[src/hdl/assert_macros.svh]
// ----------------------------------------------------------------------------
// Assertion macros
// Concurrent assertion wrappers on the block clock and reset.
// ----------------------------------------------------------------------------
`ifndef ASSERT_MACROS_SVH
`define ASSERT_MACROS_SVH
`ifndef SYNTHESIS
`define FEI_ASSERT(lbl, prop, msg) \
   lbl: assert property (@(posedge clock) disable iff (reset) prop) else $error(msg);
`define FEI_ASSERT_NEVER(lbl, expr, msg) \
   lbl: assert property (@(posedge clock) disable iff (reset) !(expr)) else $error(msg);
`else
`define FEI_ASSERT(lbl, prop, msg)
`define FEI_ASSERT_NEVER(lbl, expr, msg)
`endif
`endif

[src/hdl/fei_pkg.sv]
// ----------------------------------------------------------------------------
// fei_pkg
// Shared constants and fixed-point helpers of the escape-time iterator.
// ----------------------------------------------------------------------------
package fei_pkg;

   // window size, both powers of two
   localparam int WinWidthLog2  = 10;
   localparam int WinHeightLog2 = 10;

   localparam int FracBits = 26;
   localparam int DivNumW  = 52;            // |t| << 24 needs 52 bits
   localparam int DivCntW  = $clog2(DivNumW);

   localparam int CsrAddrW = 3;
   localparam int CsrDataW = 32;

   typedef enum logic [CsrAddrW-1:0] {
      CSR_ZOOM   = 3'd0,
      CSR_PAN_X  = 3'd1,
      CSR_PAN_Y  = 3'd2,
      CSR_C_RE   = 3'd3,
      CSR_C_IM   = 3'd4,
      CSR_LIMIT  = 3'd5,
      CSR_SELECT = 3'd6
   } csr_index_type;

   localparam logic [31:0] ZoomReset  = 32'd16777216;
   localparam logic [15:0] LimitReset = 16'd64;

   localparam logic signed [31:0] SatMax = 32'sh7FFF_FFFF;
   localparam logic signed [31:0] SatMin = 32'sh8000_0000;

   // clamp to the signed 32-bit range
   function automatic logic signed [31:0] sat32(input logic signed [63:0] v);
      logic signed [31:0] r;
      if (v > 64'sh0000_0000_7FFF_FFFF) begin
         r = SatMax;
      end else if (v < -64'sh0000_0000_8000_0000) begin
         r = SatMin;
      end else begin
         r = v[31:0];
      end
      return r;
   endfunction

   // floor(prod / 2^26), saturated
   function automatic logic signed [31:0] qmul_sat(input logic signed [63:0] prod);
      logic signed [63:0] sh;
      sh = prod >>> FracBits;
      return sat32(sh);
   endfunction

endpackage

[src/hdl/fei_div.sv]
// ----------------------------------------------------------------------------
// fei_div
// Restoring unsigned divider, one quotient bit per cycle.
// ----------------------------------------------------------------------------
module fei_div (
   input  logic                            clock,
   input  logic                            reset,
   input  logic                            start,
   input  logic [fei_pkg::DivNumW-1:0]     num,
   input  logic [31:0]                     den,
   output logic                            done,
   output logic [fei_pkg::DivNumW-1:0]     quot
);

   logic                            busy_ff, busy_in;
   logic                            done_ff, done_in;
   logic [fei_pkg::DivCntW-1:0]     cnt_ff, cnt_in;
   logic [31:0]                     rem_ff, rem_in;
   logic [31:0]                     den_ff, den_in;
   logic [fei_pkg::DivNumW-1:0]     quo_ff, quo_in;
   logic [32:0]                     trial;

   always_comb begin
      busy_in = busy_ff;
      done_in = 1'b0;
      cnt_in  = cnt_ff;
      rem_in  = rem_ff;
      den_in  = den_ff;
      quo_in  = quo_ff;
      trial   = {rem_ff, quo_ff[fei_pkg::DivNumW-1]};
      if (start) begin
         busy_in = 1'b1;
         cnt_in  = '0;
         rem_in  = '0;
         den_in  = den;
         quo_in  = num;
      end else if (busy_ff) begin
         if (trial >= {1'b0, den_ff}) begin
            rem_in = 32'(trial - {1'b0, den_ff});
            quo_in = {quo_ff[fei_pkg::DivNumW-2:0], 1'b1};
         end else begin
            rem_in = trial[31:0];
            quo_in = {quo_ff[fei_pkg::DivNumW-2:0], 1'b0};
         end
         cnt_in = cnt_ff + 1'b1;
         if (cnt_ff == fei_pkg::DivCntW'(fei_pkg::DivNumW - 1)) begin
            busy_in = 1'b0;
            done_in = 1'b1;
         end
      end
   end

   always_ff @(posedge clock) begin
      if (reset) begin
         busy_ff <= 1'b0;
         done_ff <= 1'b0;
      end else begin
         busy_ff <= busy_in;
         done_ff <= done_in;
      end
      cnt_ff <= cnt_in;
      rem_ff <= rem_in;
      den_ff <= den_in;
      quo_ff <= quo_in;
   end

   assign done = done_ff;
   assign quot = quo_ff;

endmodule

[src/hdl/fei_mul.sv]
// ----------------------------------------------------------------------------
// fei_mul
// Shared signed 32x32 multiplier with registered full product.
// ----------------------------------------------------------------------------
module fei_mul (
   input  logic               clock,
   input  logic signed [31:0] op_a,
   input  logic signed [31:0] op_b,
   output logic signed [63:0] prod
);

   logic signed [63:0] prod_ff, prod_in;

   assign prod_in = 64'(op_a) * 64'(op_b);

   always_ff @(posedge clock) begin
      prod_ff <= prod_in;
   end

   assign prod = prod_ff;

endmodule

[src/hdl/escape_time_fractal_iterator.sv]
// ----------------------------------------------------------------------------
// escape_time_fractal_iterator
// Maps a pixel to a start point and iterates a Julia-style formula until
// escape or the iteration limit; returns the iteration count.
// ----------------------------------------------------------------------------
//
//  channel  | dir | payload                           | handshake
//  ---------+-----+-----------------------------------+------------------
//  req_     | in  | pixel_x [9:0], pixel_y [19:10]    | tvalid / tready
//  rsp_     | out | escape_count [15:0]               | tvalid / tready
//  csr_     | in  | register index, 32-bit write data | csr_we, no wait
//
//  Flow: the accept, then two divides through the one divider for the
//  start point (52 quotient bits each), then the iteration steps of the
//  abs-weighted mode or the longer step sequence of the cubic mode, all on
//  the single shared multiplier, until the limit check or the escape test
//  ends the loop; then the output register is loaded.
//  Reset is synchronous, active high; it clears the sequencer, the output
//  valid and loads the register reset values.
//  req_tready is high only while the sequencer idles. A finished count waits
//  in the output register; a new item is taken while it waits. The sequencer
//  stalls before loading a new count while the previous one is not taken.
// ----------------------------------------------------------------------------
`include "assert_macros.svh"

module escape_time_fractal_iterator (
   input  logic                          clock,
   input  logic                          reset,
   input  logic                          req_tvalid,
   output logic                          req_tready,
   input  logic [23:0]                   req_tdata,   // pixel_x [9:0], pixel_y [19:10]
   output logic                          rsp_tvalid,
   input  logic                          rsp_tready,
   output logic [15:0]                   rsp_tdata,   // escape_count [15:0]
   input  logic                          csr_we,
   input  logic [fei_pkg::CsrAddrW-1:0]  csr_addr,
   input  logic [fei_pkg::CsrDataW-1:0]  csr_wdata
);

   typedef enum logic [2:0] {
      ST_IDLE,
      ST_DIV_X,
      ST_DIV_Y,
      ST_MUL,
      ST_DONE
   } state_type;

   // configuration registers
   logic [31:0]        zoom_ff;
   logic [9:0]         pan_x_ff;
   logic [9:0]         pan_y_ff;
   logic signed [31:0] c_re_ff;
   logic signed [31:0] c_im_ff;
   logic [15:0]        limit_ff;
   logic               sel_ff;

   always_ff @(posedge clock) begin
      if (reset) begin
         zoom_ff  <= fei_pkg::ZoomReset;
         pan_x_ff <= '0;
         pan_y_ff <= '0;
         c_re_ff  <= '0;
         c_im_ff  <= '0;
         limit_ff <= fei_pkg::LimitReset;
         sel_ff   <= 1'b0;
      end else if (csr_we) begin
         unique case (fei_pkg::csr_index_type'(csr_addr))
            fei_pkg::CSR_ZOOM:   zoom_ff  <= csr_wdata;
            fei_pkg::CSR_PAN_X:  pan_x_ff <= csr_wdata[9:0];
            fei_pkg::CSR_PAN_Y:  pan_y_ff <= csr_wdata[9:0];
            fei_pkg::CSR_C_RE:   c_re_ff  <= csr_wdata;
            fei_pkg::CSR_C_IM:   c_im_ff  <= csr_wdata;
            fei_pkg::CSR_LIMIT:  limit_ff <= csr_wdata[15:0];
            fei_pkg::CSR_SELECT: sel_ff   <= csr_wdata[0];
            default: ;
         endcase
      end
   end

   // sequencer state
   state_type          state_ff, state_in;
   logic [2:0]         step_ff, step_in;
   logic [15:0]        iter_ff, iter_in;
   logic [9:0]         py_ff, py_in;
   logic               neg_ff, neg_in;
   logic signed [31:0] re_ff, re_in;
   logic signed [31:0] im_ff, im_in;
   logic signed [63:0] rr_ff, rr_in;
   logic signed [31:0] p_ff, p_in;
   logic signed [31:0] q_ff, q_in;
   logic signed [31:0] t_ff, t_in;
   logic signed [31:0] a_ff, a_in;
   logic               rsp_valid_ff, rsp_valid_in;
   logic [15:0]        rsp_data_ff, rsp_data_in;

   // shared units
   logic                            div_start;
   logic [fei_pkg::DivNumW-1:0]     div_num;
   logic [31:0]                     div_den;
   logic                            div_done;
   logic [fei_pkg::DivNumW-1:0]     div_quot;
   logic signed [31:0]              mul_a, mul_b;
   logic signed [63:0]              prod;

   fei_div u_div (
      .clock (clock),
      .reset (reset),
      .start (div_start),
      .num   (div_num),
      .den   (div_den),
      .done  (div_done),
      .quot  (div_quot)
   );

   fei_mul u_mul (
      .clock (clock),
      .op_a  (mul_a),
      .op_b  (mul_b),
      .prod  (prod)
   );

   // start-point terms
   logic [9:0]         req_px, req_py;
   logic signed [29:0] tx, ty;
   logic [28:0]        tx_mag, ty_mag;
   logic signed [63:0] quot_signed;
   logic signed [63:0] pan_term;
   logic signed [31:0] coord;
   logic signed [31:0] prod_q;
   logic signed [31:0] abs_re;
   logic [63:0]        mag;

   assign req_px  = req_tdata[9:0];
   assign req_py  = req_tdata[19:10];
   // 4*p*2^26/W minus two, exact for power-of-two windows
   assign tx      = 30'(req_px) <<< (28 - fei_pkg::WinWidthLog2);
   assign ty      = 30'(py_ff) <<< (28 - fei_pkg::WinHeightLog2);
   assign tx_mag  = (tx >= 30'sd134217728) ? 29'(tx - 30'sd134217728)
                                           : 29'(30'sd134217728 - tx);
   assign ty_mag  = (ty >= 30'sd134217728) ? 29'(ty - 30'sd134217728)
                                           : 29'(30'sd134217728 - ty);
   assign div_den = (zoom_ff == '0) ? 32'd1 : zoom_ff;

   assign quot_signed = neg_ff ? -$signed(64'(div_quot)) : $signed(64'(div_quot));
   assign pan_term    = (state_ff == ST_DIV_X)
                        ? $signed(64'(pan_x_ff) << (fei_pkg::FracBits - fei_pkg::WinWidthLog2))
                        : $signed(64'(pan_y_ff) << (fei_pkg::FracBits - fei_pkg::WinHeightLog2));
   assign coord       = fei_pkg::sat32(quot_signed + pan_term);

   assign prod_q = fei_pkg::qmul_sat(prod);
   assign abs_re = (re_ff == fei_pkg::SatMin) ? fei_pkg::SatMax
                 : (re_ff < 0) ? -re_ff : re_ff;
   assign mag    = 64'(rr_ff) + 64'(prod);

   // operand select for the shared multiplier
   always_comb begin
      mul_a = re_ff;
      mul_b = re_ff;
      case (step_ff)
         3'd1: begin
            mul_a = im_ff;
            mul_b = im_ff;
         end
         3'd2: begin
            mul_a = sel_ff ? prod_q : abs_re;
            mul_b = re_ff;
         end
         3'd3: begin
            mul_a = sel_ff ? p_ff : prod_q;
            mul_b = sel_ff ? re_ff : im_ff;
         end
         3'd4: begin
            mul_a = p_ff;
            mul_b = q_ff;
         end
         default: ;
      endcase
   end

   assign req_tready = (state_ff == ST_IDLE);

   always_comb begin
      state_in     = state_ff;
      step_in      = step_ff;
      iter_in      = iter_ff;
      py_in        = py_ff;
      neg_in       = neg_ff;
      re_in        = re_ff;
      im_in        = im_ff;
      rr_in        = rr_ff;
      p_in         = p_ff;
      q_in         = q_ff;
      t_in         = t_ff;
      a_in         = a_ff;
      rsp_valid_in = rsp_valid_ff && !rsp_tready;
      rsp_data_in  = rsp_data_ff;
      div_start    = 1'b0;
      div_num      = {tx_mag, 23'd0} << 1;
      unique case (state_ff)
         ST_IDLE: begin
            if (req_tvalid) begin
               div_start = 1'b1;
               div_num   = fei_pkg::DivNumW'({tx_mag, 24'd0});
               neg_in    = (tx < 30'sd134217728);
               py_in     = req_py;
               state_in  = ST_DIV_X;
            end
         end
         ST_DIV_X: begin
            if (div_done) begin
               re_in     = coord;
               div_start = 1'b1;
               div_num   = fei_pkg::DivNumW'({ty_mag, 24'd0});
               neg_in    = (ty > 30'sd134217728);
               state_in  = ST_DIV_Y;
            end
         end
         ST_DIV_Y: begin
            if (div_done) begin
               im_in    = coord;
               iter_in  = '0;
               step_in  = '0;
               state_in = ST_MUL;
            end
         end
         ST_MUL: begin
            case (step_ff)
               3'd0: begin
                  // stop at the limit before touching z
                  if (iter_ff >= limit_ff) begin
                     state_in = ST_DONE;
                  end else begin
                     step_in = 3'd1;
                  end
               end
               3'd1: begin
                  rr_in   = prod;
                  p_in    = prod_q;
                  step_in = 3'd2;
               end
               3'd2: begin
                  q_in = prod_q;
                  // escape when |z|^2 > 4 in Q.52
                  if (mag > 64'h0040_0000_0000_0000) begin
                     state_in = ST_DONE;
                     step_in  = '0;
                  end else begin
                     step_in = 3'd3;
                  end
               end
               3'd3: begin
                  t_in    = prod_q;
                  step_in = 3'd4;
               end
               3'd4: begin
                  if (!sel_ff) begin
                     re_in   = fei_pkg::sat32(64'(p_ff) - 64'(q_ff) + 64'(c_re_ff));
                     im_in   = fei_pkg::sat32(64'(prod_q) + 64'(c_im_ff));
                     iter_in = iter_ff + 1'b1;
                     step_in = '0;
                  end else begin
                     a_in    = prod_q;
                     step_in = 3'd5;
                  end
               end
               3'd5: begin
                  re_in   = fei_pkg::sat32(64'(a_ff) - (64'(t_ff) <<< 1) - 64'(t_ff)
                                           + 64'(c_re_ff));
                  im_in   = fei_pkg::sat32((64'(prod_q) <<< 1) + 64'(c_im_ff));
                  iter_in = iter_ff + 1'b1;
                  step_in = '0;
               end
               default: step_in = '0;
            endcase
         end
         ST_DONE: begin
            // hold until the output register frees up
            if (!rsp_valid_ff || rsp_tready) begin
               rsp_valid_in = 1'b1;
               rsp_data_in  = iter_ff;
               step_in      = '0;
               state_in     = ST_IDLE;
            end
         end
         default: state_in = ST_IDLE;
      endcase
   end

   always_ff @(posedge clock) begin
      if (reset) begin
         state_ff     <= ST_IDLE;
         step_ff      <= '0;
         rsp_valid_ff <= 1'b0;
      end else begin
         state_ff     <= state_in;
         step_ff      <= step_in;
         rsp_valid_ff <= rsp_valid_in;
      end
      iter_ff     <= iter_in;
      py_ff       <= py_in;
      neg_ff      <= neg_in;
      re_ff       <= re_in;
      im_ff       <= im_in;
      rr_ff       <= rr_in;
      p_ff        <= p_in;
      q_ff        <= q_in;
      t_ff        <= t_in;
      a_ff        <= a_in;
      rsp_data_ff <= rsp_data_in;
   end

   assign rsp_tvalid = rsp_valid_ff;
   assign rsp_tdata  = rsp_data_ff;

   `FEI_ASSERT(a_accept_starts_div, (req_tvalid && req_tready) |=> (state_ff == ST_DIV_X), "accepted item did not start the divide")
   `FEI_ASSERT(a_count_in_limit, $rose(rsp_valid_ff) |-> (rsp_data_ff <= limit_ff), "count exceeds iteration limit")
   `FEI_ASSERT_NEVER(a_step_range, (state_ff == ST_MUL) && (step_ff > 3'd5), "sequencer step out of range")

endmodule
[config.mk]
export PLATFORM = sky130hd
export DESIGN_NAME = escape_time_fractal_iterator
export DESIGN_NICKNAME = d
export VERILOG_FILES = /design/src/hdl/fei_pkg.sv /design/src/hdl/fei_div.sv /design/src/hdl/fei_mul.sv /design/src/hdl/escape_time_fractal_iterator.sv
export VERILOG_INCLUDE_DIRS = /design/src /design/src/hdl
export SDC_FILE = /design/constraint.sdc
export NUM_CORES = 2
export LEC_CHECK = 0
export BUFFER_PORTS_ARGS = -buffer_cell sky130_fd_sc_hd__buf_2
export CAP_MARGIN = 20
export CORE_MARGIN = 2
export CORE_UTILIZATION = 40
export CTS_BUF_LIST = sky130_fd_sc_hd__clkbuf_16
export DETAILED_ROUTE_END_ITERATION = 12
export SLEW_MARGIN = 0
export SYNTH_ARGS = -nofsm -noshare
export SYNTH_HDL_FRONTEND = slang
export SYNTH_SLANG_ARGS = --single-unit
[constraint.sdc]
create_clock -name clock -period 14.1 [get_ports clock]
set_input_delay 3.525 -clock clock [delete_from_list [all_inputs] [get_ports clock]]
set_output_delay 3.525 -clock clock [all_outputs]
set_load 0.02 [all_outputs]
==> metrics.md <==
| Metric | Value |
|---|---|
| Result of the run | complete, no violations |
| Worst-Skew Late Latency | 0.71 ns |
| Number of H-tree branching levels | 3 |
| Clock root cell | sky130_fd_sc_hd__clkbuf_16 |
| Highest cell delay on the worst timing path | 0.85 ns |
| DRT Wirelength | 278000 um |
| Max-slew headroom | ~15% |
| Highest-count cells in the layout ignoring fill and taps | 1474 x sky130_fd_sc_hd__inv_1, 1184 x sky130_fd_sc_hd__fa_1, 1053 x sky130_fd_sc_hd__nand2_1 |
| GRT Resource Usage Total | 27.3% |
| Critical Path Source Type | flip-flop |
| Dominant synthesized flop cell | sky130_fd_sc_hd__edfxtp_1 |
| Post-synthesis sequential area ratio | 20.5% |
| TritonCTS clock tree | yes |
| PwrDens | 56.4 nW/um2 |
| Count of boundary I/O pins | approximately 80 |
| Core outline area | 199000 um2 |
| CTS Buf Count | 71 |
| Max-cap viol count | 0 |
| VDD IR-drop max | ~0.090 mV |
| CP Data Arrival Time | approximately 14 ns |
| Path type of the worst setup path | flip-flop to flip-flop |
| Hold Slack | approximately 0.44 ns |
| Number of global-route vias before repair | between 60000 and 70000 |
| Summed instance area of the synthesized netlist | 80000 um2 |
| Total Nets Final | ~11000 |
| Y dimension of the die | ~450 um |
| Share of flip-flops with an asynchronous set or reset after synthesis | 0% |
| Pwr Total | 4.90 mW |
| Area enclosed by the die boundary | 204000 um2 |
| Vias post-DR | 66400 |
| Count of nets left with antenna violations after detail routing | 0 |
| Multi-input logic area | between 50000 and 60000 um2 |
| # DRC | 0 |
| CP max stage cell | sky130_fd_sc_hd__dfxtp_1 |
| Bufs on Longest Clock Path | 3 |
| Post-route core utilization | between 40% and 50% |
| Filler cells | slightly below 20000 |
| Most repeated library cell on the critical path | sky130_fd_sc_hd__fa_1 |
| Register area | 16400 um2 |
| Endpoint required time on the critical path | 14.66 ns |
| Wire length of the first global-routing pass | 420000 um |
| Total nets after synthesis | 10700 |
| Lkg Pwr | 39.1 nW |
| Ratio of routed vias to standard cells | 5.69 |
| Register bit count reported by yosys | 627 |
| Total Neg Setup Slack | 0 ns |
| Initial cell density of the core | 40.2% |
| Instance count of the mapped netlist | around 9000 |
| Leading cell type in the layout, fill and taps excluded | sky130_fd_sc_hd__inv_1 |
| Post-route fraction of the period consumed by the critical path | a little over nine tenths |
| Avg Cell Area, Syn | between 8 and 9 um2 |
| Wire per inst | 23.8 um |
| Post-cts sizing count | 0 |
| Quantity of I/O buffers inserted on ports | between 70 and 80 |
| Slew at the pin closest to its max-slew limit | about 1.3 ns |
| Maximum number of pins on one net before global-route repair | 98 |
| Fmax | 0.0754 GHz |
| Half-perimeter wire length of the detailed placement result | 222000 um |
| Final critical path time including I/O delays and setup | 13.26 ns |
| # clock sinks | 627 |
| Iteration count of the initial detailed-routing pass | 6 |
| Hold buffers post-CTS | 0 |
| Initial antenna violation count | 17 |
| Clock-pin transition on the worst setup and hold timing paths | about 0.060 ns |
| Top cells by area in the synthesized netlist | sky130_fd_sc_hd__fa_1 30%, sky130_fd_sc_hd__edfxtp_1 14%, sky130_fd_sc_hd__ha_1 7.0% |
| Placement row count | 164 |
| Layout overhead on the synthesized area | 8.45% |
| Die width | 451 um |
| EDFF count, synth | 383 |
| Final clock skew | around 0.044 ns |
| RSZ-0062 raised after global routing | false |
| Cell taking the most area after synthesis | sky130_fd_sc_hd__fa_1 |
| Synth cell types | 89 |
| Starting DRC count in detailed routing | 5758 |
| Gpl congestion | roughly 0.99 |
| YS warnings | 0 |
| Setup-failing EPs final | 0 |
| Number of hold violations in the final report | 0 |
| Total global routing overflow | 0 |
| Final slew viol count | 0 |
| Post-CTS Repair Setup Buffers | 0 |
| Kind of end point of the critical path | flip-flop |
| Ratio of cells with drive above 1 in the final layout | under 10% |
| Min-delay worst type | flip-flop to flip-flop |
| Share of the synthesized area in the top cell type | between 20 and 30% |
| Max FO, Critical Path | 20 |
metrics by stage:
stage | cell area (um2) | cells | worst slack, ns
final | 86800 | 11700 | 0.836
after global routing | 86800 | 11700 | 0.499
after CTS | 86600 | 11700 | 1.14
after detailed placement | 84200 | 11500 | 1.24
after global placement | 84200 | 11500 | 1.38
after floorplan | 80000 | 9035 | 3.03
layer usage:
| layer | vias to the layer above | GRT usage, % | part of all wire [%] |
|---|---|---|---|
| met5 | - | 0 | 0.020 |
| met4 | 10 | 13.5 | 6.1 |
| met3 | 718 | 5.37 | 8.2 |
| met2 | 2811 | 44.3 | 46 |
| met1 | 33400 | 34.6 | 39 |
| li1 | 29500 | - | - |
worst paths after layout:
path	startpoint	endpoint	slack (ns)	cells past startpoint
max reg2reg	u_mul.prod[61]	u_mul.prod[61]	0.84	40
min reg2reg	u_mul.prod[8]	rr_ff[8]	0.44	0
min	u_mul.prod[8]	rr_ff[8]	0.44	0
max	u_mul.prod[61]	u_mul.prod[61]	0.84	40
cell type report:
type | count | share of cell area, %
clock inverters | 55 | 0.663
multi-input cells | 6490 | 65.6
repair buffers | 304 | 2.51
inverters | 1469 | 6.35
clock buffers | 75 | 2.16
diodes | 5 | 0.0144
flip-flops and latches | 627 | 18.9
well taps | 2656 | 3.83
report_power, final:
| group | total [mW] | internal [mW] | switching [mW] | leakage (nW) |
|---|---|---|---|---|
| clock | 2.00 | 1.11 | 0.886 | 1.24 |
| sequential | 2.08 | 2.01 | 0.0689 | 5.59 |
| combinational | 0.817 | 0.302 | 0.515 | 32.3 |
| total | 4.90 | 3.43 | 1.47 | 39.1 |
synth_stat cells (21+ instances only):
cell type / number
sky130_fd_sc_hd__mux2i_1: 57
sky130_fd_sc_hd__nor2_1: 868
sky130_fd_sc_hd__a21oi_1: 561
sky130_fd_sc_hd__xor2_1: 109
sky130_fd_sc_hd__or2_2: 29
sky130_fd_sc_hd__nand4_1: 75
sky130_fd_sc_hd__o211ai_1: 47
sky130_fd_sc_hd__a21o_1: 211
sky130_fd_sc_hd__ha_1: 445
sky130_fd_sc_hd__nand3_1: 80
sky130_fd_sc_hd__nor3_1: 98
sky130_fd_sc_hd__a221oi_1: 23
sky130_fd_sc_hd__a21boi_0: 66
sky130_fd_sc_hd__o41ai_1: 21
sky130_fd_sc_hd__o21bai_1: 46
sky130_fd_sc_hd__a211oi_1: 67
sky130_fd_sc_hd__o31ai_1: 33
sky130_fd_sc_hd__xnor2_1: 219
sky130_fd_sc_hd__nor2b_1: 40
sky130_fd_sc_hd__dfxtp_1: 244
sky130_fd_sc_hd__nor4_1: 44
sky130_fd_sc_hd__clkbuf_1: 414
sky130_fd_sc_hd__inv_1: 1466
sky130_fd_sc_hd__fa_1: 1184
sky130_fd_sc_hd__a31oi_1: 54
sky130_fd_sc_hd__o21a_1: 71
sky130_fd_sc_hd__o22ai_1: 39
sky130_fd_sc_hd__o311ai_0: 22
sky130_fd_sc_hd__or3_1: 66
sky130_fd_sc_hd__a221o_1: 22
sky130_fd_sc_hd__nand2_1: 1053
sky130_fd_sc_hd__edfxtp_1: 383
sky130_fd_sc_hd__o22a_1: 26
sky130_fd_sc_hd__o221ai_1: 45
sky130_fd_sc_hd__and2_1: 84
sky130_fd_sc_hd__and3_1: 40
sky130_fd_sc_hd__o21ai_0: 293
sky130_fd_sc_hd__nand2b_1: 72
critical path, delay by kind of cell, from the launching register on:
kind | cells | cell delay, ns
AO/OA/AOI/OAI | 13 | 4.20
XOR/XNOR | 1 | 0.15
adder cells (fa/ha/maj) | 9 | 4.69
buffers and inverters | 9 | 1.24
flip-flops | 1 | 0.85
multiplexers | 1 | 0.14
AND/OR/NAND/NOR | 7 | 1.80
cell families (layout without fill, tap and decap cells):
group / count (synthesis) / count (layout) / share of synthesized area [%]
adder cells (fa/ha/maj): 1629 / 1629 / 36.6
buffers and inverters: 1918 / 1903 / 9.02
multiplexers: 70 / 70 / 0.896
other: 0 / 5 / 0
flip-flops: 627 / 627 / 20.5
AND/OR/NAND/NOR: 2637 / 2637 / 14.6
XOR/XNOR: 328 / 328 / 3.59
AO/OA/AOI/OAI: 1826 / 1826 / 14.9
Power figures use the tool's default switching activity.
